### src/hdl/sbe_pkg.sv
// sbe_pkg: shared constants, register indexes and types of the sobel edge binarizer
// no dependencies; used by sobel_edge_binarize, sbe_window_cell and sbe_line_buffer
`default_nettype none

package sbe_pkg;

    // frame limits
    localparam int MAX_WIDTH  = 256;
    localparam int MAX_HEIGHT = 1024;
    localparam int MIN_SIDE   = 3;

    // field and register widths
    localparam int PIX_W      = 8;
    localparam int CFG_WID_W  = 9;
    localparam int CFG_HGT_W  = 11;
    localparam int THR_W      = 10;
    localparam int CFG_DATA_W = 11;
    localparam int CFG_IDX_W  = 2;

    // internal counter widths
    localparam int COL_W = $clog2(MAX_WIDTH);
    localparam int WID_W = $clog2(MAX_WIDTH + 1);
    localparam int HGT_W = $clog2(MAX_HEIGHT + 1);
    localparam int ROW_W = $clog2(MAX_HEIGHT + 2);
    localparam int POS_W = $clog2(MAX_WIDTH * MAX_HEIGHT + MAX_WIDTH + 1);

    // gradient arithmetic widths
    localparam int SUM_W = PIX_W + 2;
    localparam int DIF_W = PIX_W + 1;
    localparam int GRD_W = PIX_W + 3;
    localparam int MAG_W = PIX_W + 2;

    // window columns in the cell row
    localparam int WIN_N = 3;

    localparam logic [PIX_W-1:0] EDGE_VALUE = '0;
    localparam logic [PIX_W-1:0] FLAT_VALUE = '1;

    localparam logic [CFG_WID_W-1:0] RST_IMAGE_WIDTH    = CFG_WID_W'(188);
    localparam logic [CFG_HGT_W-1:0] RST_IMAGE_HEIGHT   = CFG_HGT_W'(120);
    localparam logic [THR_W-1:0]     RST_EDGE_THRESHOLD = THR_W'(60);

    typedef enum logic [CFG_IDX_W-1:0] {
        REG_IMAGE_WIDTH    = 2'd0,
        REG_IMAGE_HEIGHT   = 2'd1,
        REG_EDGE_THRESHOLD = 2'd2
    } t_reg_index;

    // one column of the 3x3 window
    typedef struct packed {
        logic [PIX_W-1:0] top;
        logic [PIX_W-1:0] mid;
        logic [PIX_W-1:0] bot;
    } t_column;

    // per-column sobel terms: weighted sum and vertical difference
    typedef struct packed {
        logic [SUM_W-1:0]        sum;
        logic signed [DIF_W-1:0] diff;
    } t_terms;

    // control carried along the pipeline
    typedef struct packed {
        logic valid;
        logic emit;
        logic border;
        logic last;
    } t_ctl;

endpackage

`default_nettype wire

### src/hdl/sobel_edge_binarize.sv
// sobel_edge_binarize: streaming 3x3 sobel edge binarizer
// after the transaction that completes its window, a result passes the line store read, window
// cell, gradient and output registers; in item terms a result lags its pixel by width+1
// transactions (flush items drain the tail); throughput 1 item per cycle unless the output stalls
// synchronous active-low reset: counters, pipeline control and output valid cleared, registers
// back to defaults; line store contents are not cleared
`default_nettype none

module sobel_edge_binarize (
    input  wire logic                           i_clk,
    input  wire logic                           i_rst_n,
    // configuration write port
    input  wire logic                           i_cfg_we,
    input  wire logic [sbe_pkg::CFG_IDX_W-1:0]  i_cfg_index,
    input  wire logic [sbe_pkg::CFG_DATA_W-1:0] i_cfg_data,
    // pixel input
    input  wire logic                           s_axis_tvalid,
    output logic                                s_axis_tready,
    input  wire logic [7:0]                     s_axis_tdata,  // [7:0] pixel_gray
    input  wire logic                           s_axis_tuser,  // [0] flush
    // result output
    output logic                                m_axis_tvalid,
    input  wire logic                           m_axis_tready,
    output logic      [7:0]                     m_axis_tdata,  // [7:0] out_value
    output logic                                m_axis_tuser,  // [0] is_border
    output logic                                m_axis_tlast
);

    localparam int PW = sbe_pkg::PIX_W;
    localparam int NC = sbe_pkg::WIN_N;

    // configuration registers
    logic [sbe_pkg::CFG_WID_W-1:0] r_width;
    logic [sbe_pkg::CFG_HGT_W-1:0] r_height;
    logic [sbe_pkg::THR_W-1:0]     r_thr;

    // position counters
    logic [sbe_pkg::COL_W-1:0] r_col,     n_col;
    logic [sbe_pkg::ROW_W-1:0] r_row,     n_row;
    logic [sbe_pkg::POS_W-1:0] r_out_pos, n_out_pos;
    logic [sbe_pkg::POS_W-1:0] r_pix_cnt, n_pix_cnt;

    logic cfg_hit;
    logic en;
    logic accept;
    logic proc;
    logic full;
    logic emit;
    logic border;
    logic last;
    logic col_zero;
    logic wrap;

    logic [sbe_pkg::WID_W-1:0]               w_eff;
    logic [sbe_pkg::WID_W-1:0]               w_last;
    logic [sbe_pkg::HGT_W-1:0]               h_eff;
    logic [sbe_pkg::HGT_W-1:0]               h_last;
    logic [sbe_pkg::WID_W+sbe_pkg::HGT_W-1:0] prod;
    logic [sbe_pkg::POS_W-1:0]               total;
    logic [sbe_pkg::ROW_W-1:0]               pr;
    logic [sbe_pkg::COL_W-1:0]               pc;
    logic [sbe_pkg::WID_W-1:0]               col_next;
    logic [PW-1:0]                           pix_in;

    // pipeline
    sbe_pkg::t_ctl r_s1;
    sbe_pkg::t_ctl r_s2;
    sbe_pkg::t_ctl r_s3;
    logic [PW-1:0] r_pix1;
    logic [PW-1:0] r_centre3;
    logic [sbe_pkg::MAG_W-1:0] r_agx3;
    logic [sbe_pkg::MAG_W-1:0] r_agy3;

    logic [PW-1:0] lb_top;
    logic [PW-1:0] lb_mid;

    sbe_pkg::t_column col_in  [NC];
    sbe_pkg::t_column col_out [NC];
    sbe_pkg::t_terms  terms   [NC];

    logic signed [sbe_pkg::GRD_W-1:0] gx;
    logic signed [sbe_pkg::GRD_W-1:0] gy;
    logic [sbe_pkg::MAG_W-1:0]        agx;
    logic [sbe_pkg::MAG_W-1:0]        agy;

    // output register
    logic          r_out_valid;
    logic [PW-1:0] r_out_data;
    logic          r_out_border;
    logic          r_out_last;

    // ---------------------------------------------------------------- config

    always_comb begin
        unique case (i_cfg_index)
            sbe_pkg::REG_IMAGE_WIDTH,
            sbe_pkg::REG_IMAGE_HEIGHT,
            sbe_pkg::REG_EDGE_THRESHOLD: cfg_hit = i_cfg_we;
            default:                     cfg_hit = 1'b0;
        endcase
    end

    always_ff @(posedge i_clk) begin
        if (!i_rst_n) begin
            r_width  <= sbe_pkg::RST_IMAGE_WIDTH;
            r_height <= sbe_pkg::RST_IMAGE_HEIGHT;
            r_thr    <= sbe_pkg::RST_EDGE_THRESHOLD;
        end else if (i_cfg_we) begin
            unique case (i_cfg_index)
                sbe_pkg::REG_IMAGE_WIDTH: begin
                    r_width <= i_cfg_data[sbe_pkg::CFG_WID_W-1:0];
                end
                sbe_pkg::REG_IMAGE_HEIGHT: begin
                    r_height <= i_cfg_data[sbe_pkg::CFG_HGT_W-1:0];
                end
                sbe_pkg::REG_EDGE_THRESHOLD: begin
                    r_thr <= i_cfg_data[sbe_pkg::THR_W-1:0];
                end
                default: begin
                end
            endcase
        end
    end

    // effective frame size
    always_comb begin
        if (int'(r_width) < sbe_pkg::MIN_SIDE) begin
            w_eff = sbe_pkg::WID_W'(sbe_pkg::MIN_SIDE);
        end else if (int'(r_width) > sbe_pkg::MAX_WIDTH) begin
            w_eff = sbe_pkg::WID_W'(sbe_pkg::MAX_WIDTH);
        end else begin
            w_eff = sbe_pkg::WID_W'(r_width);
        end
        if (int'(r_height) < sbe_pkg::MIN_SIDE) begin
            h_eff = sbe_pkg::HGT_W'(sbe_pkg::MIN_SIDE);
        end else if (int'(r_height) > sbe_pkg::MAX_HEIGHT) begin
            h_eff = sbe_pkg::HGT_W'(sbe_pkg::MAX_HEIGHT);
        end else begin
            h_eff = sbe_pkg::HGT_W'(r_height);
        end
    end

    assign prod   = w_eff * h_eff;
    assign total  = prod[sbe_pkg::POS_W-1:0];
    assign w_last = w_eff - 1'b1;
    assign h_last = h_eff - 1'b1;

    // ---------------------------------------------------------------- input stage

    assign en            = !r_out_valid || m_axis_tready;
    assign s_axis_tready = en;
    assign accept        = s_axis_tvalid && en;

    // past the frame end any item drains; a flush inside the frame does nothing
    assign full   = r_pix_cnt >= total;
    assign proc   = accept && (!s_axis_tuser || full);
    assign pix_in = full ? '0 : s_axis_tdata;

    assign emit     = r_pix_cnt > sbe_pkg::POS_W'(w_eff);
    assign col_zero = (r_col == '0);
    assign pr       = col_zero ? r_row - sbe_pkg::ROW_W'(2) : r_row - sbe_pkg::ROW_W'(1);
    assign pc       = col_zero ? w_last[sbe_pkg::COL_W-1:0] : r_col - 1'b1;
    assign border   = (pr == '0) || (pr == sbe_pkg::ROW_W'(h_last))
                   || (pc == '0) || (pc == w_last[sbe_pkg::COL_W-1:0]);
    assign last     = (r_out_pos == total - 1'b1);
    assign col_next = sbe_pkg::WID_W'(r_col) + 1'b1;
    assign wrap     = (col_next >= w_eff);

    always_comb begin
        n_col     = r_col;
        n_row     = r_row;
        n_out_pos = r_out_pos;
        n_pix_cnt = r_pix_cnt;
        if (cfg_hit || (proc && emit && last)) begin
            n_col     = '0;
            n_row     = '0;
            n_out_pos = '0;
            n_pix_cnt = '0;
        end else if (proc) begin
            n_pix_cnt = r_pix_cnt + 1'b1;
            if (emit) begin
                n_out_pos = r_out_pos + 1'b1;
            end
            if (wrap) begin
                n_col = '0;
                n_row = r_row + 1'b1;
            end else begin
                n_col = col_next[sbe_pkg::COL_W-1:0];
            end
        end
    end

    always_ff @(posedge i_clk) begin
        if (!i_rst_n) begin
            r_col     <= '0;
            r_row     <= '0;
            r_out_pos <= '0;
            r_pix_cnt <= '0;
        end else begin
            r_col     <= n_col;
            r_row     <= n_row;
            r_out_pos <= n_out_pos;
            r_pix_cnt <= n_pix_cnt;
        end
    end

    sbe_line_buffer u_line_buffer (
        .i_clk   (i_clk),
        .i_rd_en (proc),
        .i_addr  (r_col),
        .i_pixel (pix_in),
        .i_wb_en (en && r_s1.valid),
        .o_top   (lb_top),
        .o_mid   (lb_mid)
    );

    // ---------------------------------------------------------------- pipeline control

    always_ff @(posedge i_clk) begin
        if (!i_rst_n) begin
            r_s1 <= '0;
            r_s2 <= '0;
            r_s3 <= '0;
        end else if (en) begin
            r_s1 <= '{valid: proc, emit: emit, border: border, last: last};
            r_s2 <= '{valid: r_s1.valid && r_s1.emit, emit: r_s1.emit,
                      border: r_s1.border, last: r_s1.last};
            r_s3 <= r_s2;
        end
    end

    always_ff @(posedge i_clk) begin
        if (proc) begin
            r_pix1 <= pix_in;
        end
    end

    // ---------------------------------------------------------------- window cell row
    // cell 0 holds the newest (right) column, the last cell the oldest (left)

    assign col_in[0] = '{top: lb_top, mid: lb_mid, bot: r_pix1};

    for (genvar gi = 0; gi < NC; gi++) begin : g_cell
        if (gi > 0) begin : g_link
            assign col_in[gi] = col_out[gi-1];
        end
        sbe_window_cell u_cell (
            .i_clk   (i_clk),
            .i_shift (en && r_s1.valid),
            .i_col   (col_in[gi]),
            .o_col   (col_out[gi]),
            .o_terms (terms[gi])
        );
    end

    // ---------------------------------------------------------------- gradients

    assign gx = $signed(sbe_pkg::GRD_W'(terms[0].sum)) - $signed(sbe_pkg::GRD_W'(terms[NC-1].sum));
    assign gy = sbe_pkg::GRD_W'($signed(terms[NC-1].diff))
              + (sbe_pkg::GRD_W'($signed(terms[1].diff)) <<< 1)
              + sbe_pkg::GRD_W'($signed(terms[0].diff));

    assign agx = gx[sbe_pkg::GRD_W-1] ? sbe_pkg::MAG_W'(-gx) : sbe_pkg::MAG_W'(gx);
    assign agy = gy[sbe_pkg::GRD_W-1] ? sbe_pkg::MAG_W'(-gy) : sbe_pkg::MAG_W'(gy);

    always_ff @(posedge i_clk) begin
        if (en) begin
            r_agx3    <= agx;
            r_agy3    <= agy;
            r_centre3 <= col_out[1].mid;
        end
    end

    // ---------------------------------------------------------------- output register

    always_ff @(posedge i_clk) begin
        if (!i_rst_n) begin
            r_out_valid <= 1'b0;
        end else if (en) begin
            r_out_valid <= r_s3.valid;
        end
    end

    always_ff @(posedge i_clk) begin
        if (en) begin
            if (r_s3.border) begin
                r_out_data <= r_centre3;
            end else if ((r_agx3 > r_thr) || (r_agy3 > r_thr)) begin
                r_out_data <= sbe_pkg::EDGE_VALUE;
            end else begin
                r_out_data <= sbe_pkg::FLAT_VALUE;
            end
            r_out_border <= r_s3.border;
            r_out_last   <= r_s3.last;
        end
    end

    assign m_axis_tvalid = r_out_valid;
    assign m_axis_tdata  = r_out_data;
    assign m_axis_tuser  = r_out_border;
    assign m_axis_tlast  = r_out_last;

endmodule

`default_nettype wire

### src/hdl/sbe_window_cell.sv
// sbe_window_cell: one column of the 3x3 window, shifted on to its neighbor
// depends on sbe_pkg (t_column, t_terms)
`default_nettype none

module sbe_window_cell (
    input  wire logic             i_clk,
    input  wire logic             i_shift,
    input  sbe_pkg::t_column      i_col,
    output sbe_pkg::t_column      o_col,
    output sbe_pkg::t_terms       o_terms
);

    sbe_pkg::t_column r_col;

    always_ff @(posedge i_clk) begin
        if (i_shift) begin
            r_col <= i_col;
        end
    end

    assign o_col = r_col;

    // top + 2*mid + bottom, and bottom - top
    assign o_terms.sum = sbe_pkg::SUM_W'(r_col.top)
                       + (sbe_pkg::SUM_W'(r_col.mid) << 1)
                       + sbe_pkg::SUM_W'(r_col.bot);
    assign o_terms.diff = $signed(sbe_pkg::DIF_W'(r_col.bot))
                        - $signed(sbe_pkg::DIF_W'(r_col.top));

endmodule

`default_nettype wire

### src/hdl/sbe_line_buffer.sv
// sbe_line_buffer: the two previous rows, one memory per row, read data registered
// depends on sbe_pkg (widths, MAX_WIDTH)
`default_nettype none

module sbe_line_buffer (
    input  wire logic                      i_clk,
    input  wire logic                      i_rd_en,
    input  wire logic [sbe_pkg::COL_W-1:0] i_addr,
    input  wire logic [sbe_pkg::PIX_W-1:0] i_pixel,
    input  wire logic                      i_wb_en,
    output logic      [sbe_pkg::PIX_W-1:0] o_top,
    output logic      [sbe_pkg::PIX_W-1:0] o_mid
);

    logic [sbe_pkg::PIX_W-1:0] r_mid_mem [sbe_pkg::MAX_WIDTH];
    logic [sbe_pkg::PIX_W-1:0] r_top_mem [sbe_pkg::MAX_WIDTH];
    logic [sbe_pkg::PIX_W-1:0] r_top;
    logic [sbe_pkg::PIX_W-1:0] r_mid;
    logic [sbe_pkg::COL_W-1:0] r_addr;

    // middle row: read old value and write the new pixel at the same column
    always_ff @(posedge i_clk) begin
        if (i_rd_en) begin
            r_mid            <= r_mid_mem[i_addr];
            r_mid_mem[i_addr] <= i_pixel;
            r_addr           <= i_addr;
        end
    end

    // top row: the middle value read for the last accepted pixel moves up one row
    always_ff @(posedge i_clk) begin
        if (i_rd_en) begin
            r_top <= r_top_mem[i_addr];
        end
        if (i_wb_en) begin
            r_top_mem[r_addr] <= r_mid;
        end
    end

    assign o_top = r_top;
    assign o_mid = r_mid;

endmodule

`default_nettype wire

### config.mk
export PLATFORM = sky130hd
export DESIGN_NAME = sobel_edge_binarize
export DESIGN_NICKNAME = d
export VERILOG_FILES = /design/src/hdl/sbe_pkg.sv /design/src/hdl/sobel_edge_binarize.sv /design/src/hdl/sbe_window_cell.sv /design/src/hdl/sbe_line_buffer.sv
export SDC_FILE = /design/constraint.sdc
export NUM_CORES = 2
export LEC_CHECK = 0
export ABC_AREA = 0
export BUFFER_PORTS_ARGS = -buffer_cell sky130_fd_sc_hd__buf_2
export CAP_MARGIN = 30
export CORE_MARGIN = 5
export CORE_UTILIZATION = 30
export DETAILED_ROUTE_END_ITERATION = 6
export PLACE_DENSITY_LB_ADDON = 0.12
export SLEW_MARGIN = 0
export SYNTH_ARGS = -nofsm -noshare
export SYNTH_HDL_FRONTEND = slang
export SYNTH_SLANG_ARGS = --single-unit
### constraint.sdc
create_clock -name i_clk -period 23.2 [get_ports i_clk]
set_input_delay 4.64 -clock i_clk [delete_from_list [all_inputs] [get_ports i_clk]]
set_output_delay 4.64 -clock i_clk [all_outputs]
set_load 0.05 [all_outputs]
==> results.toml <==
[status]
outcome = "completed"

[worst_setup_path]
worstPathArrival_ns = 11.03
reg2regPathDepth = 28
cp_slowest_stage_delay_ns = 0.71
cpMaxStageDelayCell = "buf_4"
crit_type = "reg2reg"
cp_max_fo = 59
cp-end-kind = "flip-flop"
worstSetupStartpointType = "flip-flop"
cp_data_required_time_ns = 23.87

[detailed_routing]
vias = 85968
wl_per_cell_um = 30.7
first_pass_iters = 5
routed_wl_mm = 519
initialDrtViolationCount = 7685
ant_nets = 0
via_per_inst = 5.08
drcViolationCount = 0

[placement]
place_congestion = 0.811
numPortBuffers = 38
place_ws_ns = 12.81
hpwl_mm = 320

[yosys]
synth_edf_count = 4238
synth_warnings = 0
synth_top_area_cell = "edfxtp_1"
avgSynthCellArea_um2 = 20.7
synth_most_common_cell = "edfxtp_1"
syn-cell-area_mm2 = 0.176
ys_top_cells_by_count = "4238 x edfxtp_1, 1303 x mux4_2, 613 x nor2_1"
synth-async-reset-ratio = 0
synth_cell_types = 87
yosys-top-cells-area = "edfxtp_1 72%, mux4_2 17%, nor2_1 1.3%"
syn_inst = 8494
syn_nets = 8783
ys_seq_area_frac = 0.735
netlist.area_leader.share = 0.724
synth-seq-cells = 4336
ys.flop_type = "edfxtp_1"

[clock_network]
cts_tree = "yes"
holdBufCountCts = 0
cts-root-buf = "clkbuf_16"
cts_setup_buffers = 0
cts_resized = 0
clock_sinks = 4336
insertion_delay_ns = 1.04
clk_pin_slew_ns = 0.06
cts_made_buffers = 455
cts_htree_levels = 5
cts_buffer_depth = 4

[layout]
drive_above_1_share = 0.259
fin_util = 0.345
areaGrowthSynthToFinish_pct = 14.7
final_nets = 9045
fillers = 54457

[timing]
fin_ws_ns = 12.84
fin_crit_ns = 10.36
finalHoldViolations = 0
fin_crit_sh = 0.447
fin_setup_tns_ns = 0
tightest_slew_ns = 1.28
setup_viol = 0
rsz0062_at_grt = "no"
slew-limit-headroom = 0.145
finalClockSkew_ns = 0.0803
drv_slew = 0
fmax_ghz = 0.0965

[floorplan]
die_x_um = 776
rows = 281
coreArea_mm2 = 0.585
dieArea_mm2 = 0.602
die_h_um = 776
initial_utilization = 0.301
ioPinCount = 39

[run]
cap_violations = 0

[power]
power_density_mw_per_mm2 = 85.7
p_clk_frac = 0.425
power_frac_seq = 0.502
switching_share = 0.227
combPwrFrac = 0.072
intPower_mw = 13.4
max-vdd-ir-drop_mv = 0.0634
switchingPower_mw = 3.92
power_leakage_nw = 60.9

[grt]
grt_pass1_vias = 89212
grt_first_pass_wirelength_mm = 729
overflow = 0
antenna_found_initial = 37
grt_max_degree = 197
grt_usage = 0.169

[min_path]
min_path_cells = 0
hp-class = "reg2reg"
kinds of logic (layout without fill, tap and decap cells):
family / count (synthesis) / after routing / synth area share
flops: 4336 / 4336 / 0.735
mux: 1338 / 1338 / 0.169
simple gates: 1303 / 1303 / 0.0332
buf+inv: 700 / 1343 / 0.0155
compound gates: 393 / 393 / 0.0158
fa+ha+maj: 262 / 262 / 0.0232
xor+xnor: 162 / 162 / 0.00855
other cells: 0 / 15 / 0
layout make-up:
class / count / area [µm²] / area share
Multi-Input combinational cell: 3458 / 44400 / 0.220
Timing Repair Buffer: 284 / 2490 / 0.0123
Inverter: 221 / 833 / 0.00413
Antenna cell: 15 / 37.5 / 0.000186
Clock inverter: 287 / 2980 / 0.0148
Tap cell: 7782 / 9740 / 0.0483
Sequential cell: 4336 / 129000 / 0.641
Clock buffer: 551 / 11900 / 0.0590
critical path, delay by kind of cell (launching register included):
family	cells	cell delay [ns]
AOI/OAI and AO/OA	11	2.81
adders and majority gates	6	2.61
DFF	1	0.68
and+or+nand+nor	4	0.69
buffers and inverters	7	2.99
placed cells by master (no fill, tap or decap), types with 15 or more instances in the layout:
| cell type | count |
|---|---|
| dfxtp_1 | 90 |
| inv_1 | 211 |
| clkinv_2 | 92 |
| nand2_1 | 247 |
| buf_12 | 21 |
| buf_2 | 40 |
| nand3_1 | 70 |
| o21ai_0 | 44 |
| nand3_2 | 18 |
| xor2_1 | 31 |
| a21o_1 | 41 |
| a21oi_1 | 70 |
| buf_4 | 203 |
| o21bai_1 | 19 |
| nor3_1 | 92 |
| a211oi_1 | 25 |
| edfxtp_1 | 4238 |
| diode_2 | 15 |
| nor4_1 | 31 |
| ha_1 | 155 |
| xnor2_1 | 125 |
| a22oi_1 | 23 |
| clkbuf_16 | 460 |
| a21boi_0 | 29 |
| nor2b_1 | 44 |
| and3_1 | 20 |
| bufinv_16 | 54 |
| o211ai_1 | 16 |
| mux4_2 | 1303 |
| nand4_1 | 30 |
| nor2_1 | 611 |
| fa_1 | 107 |
| mux2i_1 | 21 |
| a31oi_1 | 19 |
| clkbuf_1 | 87 |
| o31ai_1 | 16 |
| clkinv_1 | 105 |
| or3_1 | 19 |
flip-flops by register name (all words and copies together) (netlist names), 10 cells and up:
signal and flops:
r_height 11, r_pix_cnt 19, g_cell.u_cell.o_col 72, r_row 11, r_thr 10, r_out_pos 19
r_agy3 10, u_line_buffer.r_mid_mem 2048, r_agx3 10, u_line_buffer.r_top_mem 2048
final timing paths:
check                                    from                                         to  slack (ns)
max                   r_width[8]$_SDFFE_PN0P_  u_line_buffer.r_mid_mem[228][4]$_DFFE_PP_       12.84
min          u_line_buffer.o_top[7]$_DFFE_PP_       g_cell[0].u_cell.o_col[23]$_DFFE_PP_        0.43
max reg2reg           r_width[8]$_SDFFE_PN0P_  u_line_buffer.r_mid_mem[228][4]$_DFFE_PP_       12.84
min reg2reg  u_line_buffer.o_top[7]$_DFFE_PP_       g_cell[0].u_cell.o_col[23]$_DFFE_PP_        0.43
power groups by stage:
stage               combinational (mW)  clock, mW  sequential (mW)
floorplan                        0.827          0             8.92
global route                      1.38       7.86             8.68
finish                            1.25       7.35             8.68
CTS                               1.28       7.55             8.68
global placement                  1.28          0             8.85
detailed placement                1.27          0             8.85
metal layers:
metal  track usage  vias to the layer above  share of wire
li1              -                    35450              -
met5             0                        -              0
met2         0.272                     2515           0.47
met4        0.0396                        0          0.024
met1         0.245                    47420           0.46
met3        0.0212                      583          0.048
stage by stage:
stage	power [mW]	std cells	hold slack, ns	instance area, µm²
floorplan	9.74	8494	0.400	176000
global placement	10.1	16048	0.409	186000
detailed placement	10.1	16071	0.415	187000
CTS	17.5	16909	0.433	201000
global route	17.9	16928	0.454	202000
finish	17.3	16934	0.431	202000
Power figures use the tool's default switching activity.
